**src/rtl/goce_pkg.sv**
```systemverilog
package goce_pkg;

	localparam int FRAC_BITS   = 15;
	localparam int ONE_Q       = 1 << FRAC_BITS;
	localparam int HALF_Q      = 1 << (FRAC_BITS - 1);
	localparam int EXP_DEPTH   = 256;
	localparam int EXP_AW      = $clog2(EXP_DEPTH);
	localparam int DIV_NW      = 34;
	localparam int DIV_DW      = 18;
	localparam int QUEUE_DEPTH = 2;

	localparam longint unsigned EXP_R_DEN  = 4 * (EXP_DEPTH - 1);
	localparam longint unsigned EXP_R_BIAS = 2 * (EXP_DEPTH - 1);

	localparam logic CFG_ACTIVE_COUNT = 1'b0;
	localparam logic CFG_SAMPLE_COUNT = 1'b1;

	typedef enum logic {
		ITEM_WRITE,
		ITEM_EVAL
	} item_kind_t;

	typedef struct packed {
		item_kind_t         kind;
		logic [3:0]         entry_index;
		logic [15:0]        center;
		logic [15:0]        half_width;
		logic [15:0]        peak_height;
		logic signed [15:0] skew_x;
		logic [15:0]        shape_y;
		logic [11:0]        sample_index;
	} item_t;

	typedef struct packed {
		logic [15:0]        center;
		logic [15:0]        width;
		logic [15:0]        height;
		logic signed [16:0] skew;
		logic [15:0]        shape;
	} bump_t;

	typedef struct packed {
		logic              start;
		logic [DIV_NW-1:0] num;
		logic [DIV_DW-1:0] den;
	} div_req_t;

	typedef logic [15:0] exp_tab_t [EXP_DEPTH];

	// Entry k holds exp(-4k/(EXP_DEPTH-1)) in Q1.15, built from a Q31 series
	// for exp(-z/16) that is squared four times.
	function automatic exp_tab_t build_exp_tab();
		exp_tab_t          tab;
		longint unsigned   r;
		longint unsigned   sum;
		longint unsigned   t;
		longint unsigned   q31;
		int                i;
		q31 = 64'h8000_0000;
		for (int k = 0; k < EXP_DEPTH; k++) begin
			r = ((longint'(k) << 31) + EXP_R_BIAS) / EXP_R_DEN;
			t = (q31 * r) >> 31;
			sum = q31 - t;
			t = ((t * r) >> 31) / 2;
			sum = sum + t;
			t = ((t * r) >> 31) / 3;
			sum = sum - t;
			t = ((t * r) >> 31) / 4;
			sum = sum + t;
			t = ((t * r) >> 31) / 5;
			sum = sum - t;
			t = ((t * r) >> 31) / 6;
			sum = sum + t;
			t = ((t * r) >> 31) / 7;
			sum = sum - t;
			t = ((t * r) >> 31) / 8;
			sum = sum + t;
			t = ((t * r) >> 31) / 9;
			sum = sum - t;
			t = ((t * r) >> 31) / 10;
			sum = sum + t;
			t = ((t * r) >> 31) / 11;
			sum = sum - t;
			t = ((t * r) >> 31) / 12;
			sum = sum + t;
			for (i = 0; i < 4; i++) begin
				sum = (sum * sum + (q31 >> 1)) >> 31;
			end
			tab[k] = 16'((sum + (64'd1 << (30 - FRAC_BITS))) >> (31 - FRAC_BITS));
		end
		return tab;
	endfunction

	localparam exp_tab_t EXP_TAB = build_exp_tab();

endpackage

```
**src/rtl/goce_front.sv**
```systemverilog
module goce_front #(
	parameter int MAX_GAUSSIANS = 16
) (
	input  logic                clk,
	input  logic                arst_n,
	input  logic                start,
	input  logic                mode,
	input  logic [3:0]          entry_index,
	input  logic [15:0]         center,
	input  logic [15:0]         half_width,
	input  logic [15:0]         peak_height,
	input  logic signed [15:0]  skew_x,
	input  logic [15:0]         shape_y,
	input  logic [11:0]         sample_index,
	output logic                busy,
	output logic                q_valid,
	output goce_pkg::item_t     q_item,
	input  logic                q_pop
);

	import goce_pkg::*;

	localparam int PW = (QUEUE_DEPTH > 1) ? $clog2(QUEUE_DEPTH) : 1;
	localparam int CW = $clog2(QUEUE_DEPTH + 1);

	item_t         mem_q [QUEUE_DEPTH];
	logic [PW-1:0] wr_q;
	logic [PW-1:0] rd_q;
	logic [CW-1:0] cnt_q;
	logic          push;
	item_t         item;

	// Writes to entries beyond the table are dropped here.
	always_comb begin
		item.kind = mode ? ITEM_EVAL : ITEM_WRITE;
		item.entry_index = entry_index;
		item.center = center;
		item.half_width = half_width;
		item.peak_height = peak_height;
		item.skew_x = skew_x;
		item.shape_y = shape_y;
		item.sample_index = sample_index;
		push = start && !busy && (mode || (int'(entry_index) < MAX_GAUSSIANS));
	end

	always_ff @(posedge clk or negedge arst_n) begin
		if (!arst_n) begin
			wr_q <= '0;
			rd_q <= '0;
			cnt_q <= '0;
		end else begin
			if (push) begin
				wr_q <= (wr_q == PW'(QUEUE_DEPTH - 1)) ? '0 : wr_q + PW'(1);
			end
			if (q_pop) begin
				rd_q <= (rd_q == PW'(QUEUE_DEPTH - 1)) ? '0 : rd_q + PW'(1);
			end
			if (push && !q_pop) begin
				cnt_q <= cnt_q + CW'(1);
			end else if (q_pop && !push) begin
				cnt_q <= cnt_q - CW'(1);
			end
		end
	end

	always_ff @(posedge clk) begin
		if (push) begin
			mem_q[wr_q] <= item;
		end
	end

	assign busy = cnt_q == CW'(QUEUE_DEPTH);
	assign q_valid = cnt_q != '0;
	assign q_item = mem_q[rd_q];

endmodule

```
**config.mk**
```make
export PLATFORM = sky130hd
export DESIGN_NAME = goce_front
export DESIGN_NICKNAME = d
export VERILOG_FILES = /design/src/rtl/goce_pkg.sv /design/src/rtl/goce_front.sv
export SDC_FILE = /design/constraint.sdc
export NUM_CORES = 1
export LEC_CHECK = 0
export ABC_AREA = 1
export BUFFER_PORTS_ARGS = -buffer_cell sky130_fd_sc_hd__buf_2
export CAP_MARGIN = 25
export CORE_MARGIN = 2
export CORE_UTILIZATION = 40
export DETAILED_ROUTE_END_ITERATION = 8
export HOLD_SLACK_MARGIN = 0.05
export MAX_ROUTING_LAYER = met4
export PLACE_DENSITY = 0.67
export SLEW_MARGIN = 10
export SYNTH_ARGS = -nofsm -noshare
export SYNTH_HDL_FRONTEND = slang
export SYNTH_SLANG_ARGS = --single-unit
```
**constraint.sdc**
```tcl
create_clock -name clk -period 6.55 [get_ports clk]
set_clock_uncertainty 0.15 [all_clocks]
set_input_delay 1.31 -clock clk [delete_from_list [all_inputs] [get_ports clk]]
set_output_delay 1.31 -clock clk [all_outputs]
set_load 0.02 [all_outputs]
```
# Yosys cells after proc, flatten, opt, wreduce, memory -nomap -nowiden
# Memories as Yosys holds them, arrays and structs flattened.
# Cells that the tools add are included.
# totals
n_memories,1
wordCells,24
register_bits,4
mem_bits_rw,194
input_bits,101
output_inout_bits,99
# op_classes
n_mux,7
eq_ne,1
add_sub_neg,4
reduce_logical,8
# memory_table
memory,words,word_bits,rd,rd_ports_with_merged_regs,wr,line_no,text
mem_q,2,97,1,0,1,goce_front.sv:26,item_t mem_q [QUEUE_DEPTH];
# op_table
cell,count
$mux W1,5
$mux W2,2
$reduce_bool A2 Y1,2
$logic_and A1 B1 Y1,3
$logic_not A1 Y1,3
$add A1 B1 Y1 const B,2
$add A2 B1 Y2 const B,1
$eq A2 B2 Y1 const B,1
$sub A2 B1 Y2 const B,1

# Logic depth before layout (Yosys ltp)
# depth
ltp_word,7
depth_mapped,9
mapped_depth_nobuf,9

# Worst setup path before layout
# No wires, ideal clock.
# synth_path
kind,input -> register
startpoint,input port start
endpoint,memory mem_q[1][0] (netlist name) (enable)
path_slack_ns,0.394
required_time_ns,5.847
n_path_buf,0
arrival_time_ns,5.453
path_stages,2
setup_ns,0.553
path_cell_list,o21ai_0 nor2_1
# synth_between
elab_chain_cells,3
# synth_lines
element,line_no,text
start: declaration,goce_front.sv:6,"input logic start,"
$logic_and A1 B1 Y1,goce_front.sv:43,push = start && !busy && (mode || (int'(entry_index) < MAX_GAUSSIANS));
$mux W1,goce_front.sv:67,if (push) begin
$mux W1 (not written as such),goce_front.sv:68,mem_q[wr_q] <= item;
end: declaration,goce_front.sv:26,
# Every way passes these cells.

==> key figures <==
Status
  • Outcome: finished clean

Yosys
  • Post-synthesis mux area share: 0.160
  • Post-synth EDFFs: 194
  • Synthesized area per cell: 22.0 µm²
  • Dominant synthesized flop cell: edfxtp_1
  • Xor/xnor share of the synthesized area: 0.00240
  • Cells after Synth: 331
  • Register bit total from synthesis: 198
  • Synth cell types: 15
  • Fraction of the mapped netlist area in adder cells: 0.00172
  • Sequential share of the synthesized area: 0.813
  • Post-synth top area share: 0.799
  • Largest family of logic cells by synthesized area: multiplexers
  • Syn_nets: 433
  • Area contributors post-synth: edfxtp_1 (80%), mux2_2 (12%), mux2_4 (4.1%)
  • Ys async rst share: 0.0202
  • Compound-cell area share of the yosys netlist: 0.000686
  • Warnings, synthesis: 0
  • Post-synth top area cell: edfxtp_1
  • Synth Cell Area: 7290 µm²
  • Simple-gate portion of the synthesized area: 0.00721

Clock tree
  • CTS Buf Count: 17
  • Hold buffers post-CTS: 0
  • Clock-pin transition on the worst setup and hold timing paths: 0.06 ns
  • CTS H-Tree Depth: 4
  • PostCTS Resize Cnt: 0
  • Clock Latency Late Sink: 0.41 ns
  • Clock root cell: clkbuf_16
  • Number of clock sinks: 198
  • Longest Clk Path Bufs: 2
  • CTS tree: yes
  • Setup bufs post-CTS: 0

STA
  • Max Clk Rate: 244 MHz
  • Min cycle time layout: 4.11 ns
  • Worst Hold Slack: 0.336 ns
  • Least-Margin Pin Slew: 0.755 ns
  • Slew Limit Fails: 0
  • Count of final hold-check violations: 0
  • Slew HR: 0.496
  • Fin worst setup slack: 2.44 ns
  • Setup violators final: 0
  • Setup TNS: 0 ns
  • RSZ-0062 raised after global routing: no
  • Fin crit share: 0.627

Worst setup path
  • Crit Path Max Fanout: 54
  • Worst-path cell chain: buf_4 -> mux2_2 -> buf_2
  • Internal reg-to-reg setup slack: 3.99 ns
  • CP bufs+invs: 2
  • Slowest CP cell: dfrtp_4
  • Critical Path Sink Type: primary output
  • Top delay family on crit path: flip-flops
  • Worst endpoint required time: 5.09 ns
  • Setup CP Type: flip-flop to primary output
  • Slowest stage delay, CP: 0.88 ns
  • Crit path launch type: flip-flop
  • Crit path DAT: 2.65 ns

Global routing
  • First-pass GRT wire length: 20500 µm
  • Largest net degree at the start of global routing: 57
  • Met3 Use GR: 0.0466
  • M1 GR Usage: 0.159
  • Overflow after GRT: 0
  • Initial antenna violation count: 2
  • Met2 usage: 0.230
  • GRT Max-Usage Layer: met2
  • All-Layer GR Usage: 0.142
  • Number of global-route vias before repair: 4094

Pwr
  • Worst VDD drop: 0.252 mV
  • PD cells: 459 nW/µm²
  • Pleak: 3.48 nW

Detailed routing
  • # DRC: 0
  • Drt first pass iters: 4
  • DR vias/cell: 4.75
  • Starting DRT DRC Count: 151
  • Routed WL: 13200 µm
  • WL/cell: 16.8 µm
  • ANT nets after route: 0
  • Routed vias: 3731

Die
  • Die footprint: 19300 µm²
  • Initial core utilization: 0.407
  • Cell Rows: 49
  • Die span in x: 139 µm
  • IO Count: 200
  • Core ar.: 17900 µm²
  • Die Height: 139 µm

Cells and area
  • Layout area overhead: 24.8%
  • Final #Nets: 644
  • Core Util, Final: 0.508
  • Share of post-route cells with drive strength above 1: 0.596

Placement
  • DPL Wire Length: 8920 µm
  • Worst slack, placed: 2.87 ns
  • GP Congestion: 0.790
  • # port buffers: 199

Run
  • Max Cap Viol: 0

Min path
  • Hold Path Class: flip-flop to flip-flop
layer usage:
metal | vias up | share of wire
met5 | - | 0
li1 | 1722 | -
met1 | 1830 | 0.39
met3 | 31 | 0.072
met4 | 0 | 0.028
met2 | 148 | 0.51
synthesized netlist by cell type, types with 3 or more instances:
cell type  instances
dfrtp_1            4
mux2_4            20
buf_2              7
edfxtp_1         194
buf_6              4
nor2_1             3
mux2_2            77
nand2_1            8
inv_1              8
metrics by stage:
step	power, mW	instance area [µm²]	std cells
after CTS	4.24	9100	783
final	4.18	9100	785
after detailed placement	3.24	8540	752
after floorplan	2.85	7290	331
after global routing	4.37	9100	785
after global placement	3.21	8540	752
final timing paths:
kind / from / end / cells past startpoint
min reg2reg: cnt_q[1]$_DFFE_PN0P_ / cnt_q[1]$_DFFE_PN0P_ / 2
min: cnt_q[1]$_DFFE_PN0P_ / cnt_q[1]$_DFFE_PN0P_ / 2
max reg2reg: cnt_q[1]$_DFFE_PN0P_ / mem_q[0][42]$_DFFE_PP_ / 6
max: rd_q$_DFFE_PN0P_ / q_item[89] / 3
min in group asynchronous: arst_n / rd_q$_DFFE_PN0P_ / 1
max in group asynchronous: arst_n / rd_q$_DFFE_PN0P_ / 1
worst reg2reg max path, delay by kind of cell (launching register included):
family	cells	cell delay, ns
flops	1	0.38
buf+inv	3	1.25
simple gates	3	0.34
power breakdown:
part / leakage, nW / internal (mW) / switching [mW]
Combinational: 1.36 / 0.542 / 0.787
Sequential: 1.85 / 1.73 / 0.127
Clock: 0.269 / 0.559 / 0.432
final cells by class:
cell class / instances / area (µm²)
clock inverter: 13 / 131
multi-input combinational: 114 / 1260
antenna: 2 / 5.00
timing repair buffer: 203 / 1030
sequential: 198 / 5930
tap: 229 / 287
clock buffer: 18 / 429
fill: 1505 / 8800
inverter: 8 / 32.5
layout by cell type (no fill, tap or decap):
master / netlist / final
o21ai_0: 1 / 1
dfrtp_4: 0 / 1
xnor2_1: 1 / 1
buf_2: 7 / 199
nand2_1: 8 / 8
clkinv_1: 0 / 3
mux2_4: 20 / 20
edfxtp_1: 194 / 194
inv_6: 0 / 2
clkinv_2: 0 / 2
dfrtp_1: 4 / 3
clkinv_4: 0 / 2
clkbuf_16: 0 / 17
nor2_1: 3 / 2
inv_1: 8 / 7
clkbuf_1: 0 / 1
xor2_1: 1 / 1
clkinvlp_4: 0 / 2
ha_1: 1 / 1
bufinv_16: 0 / 2
nand4_1: 1 / 1
mux2_2: 77 / 77
inv_4: 0 / 1
nor2_4: 0 / 1
diode_2: 0 / 2
nand3_1: 1 / 1
buf_4: 0 / 4
registers in the layout (all words and copies together), names as in the netlist:
register and count:
rd_q 1, mem_q 194, cnt_q 2, wr_q 1
cell families after synthesis:
logic type,Yosys count
compound gates,1
xor+xnor,2
fa+ha+maj,1
buf+inv,19
flops,198
mux,97
simple gates,13
(Power assumes the default switching activity.)
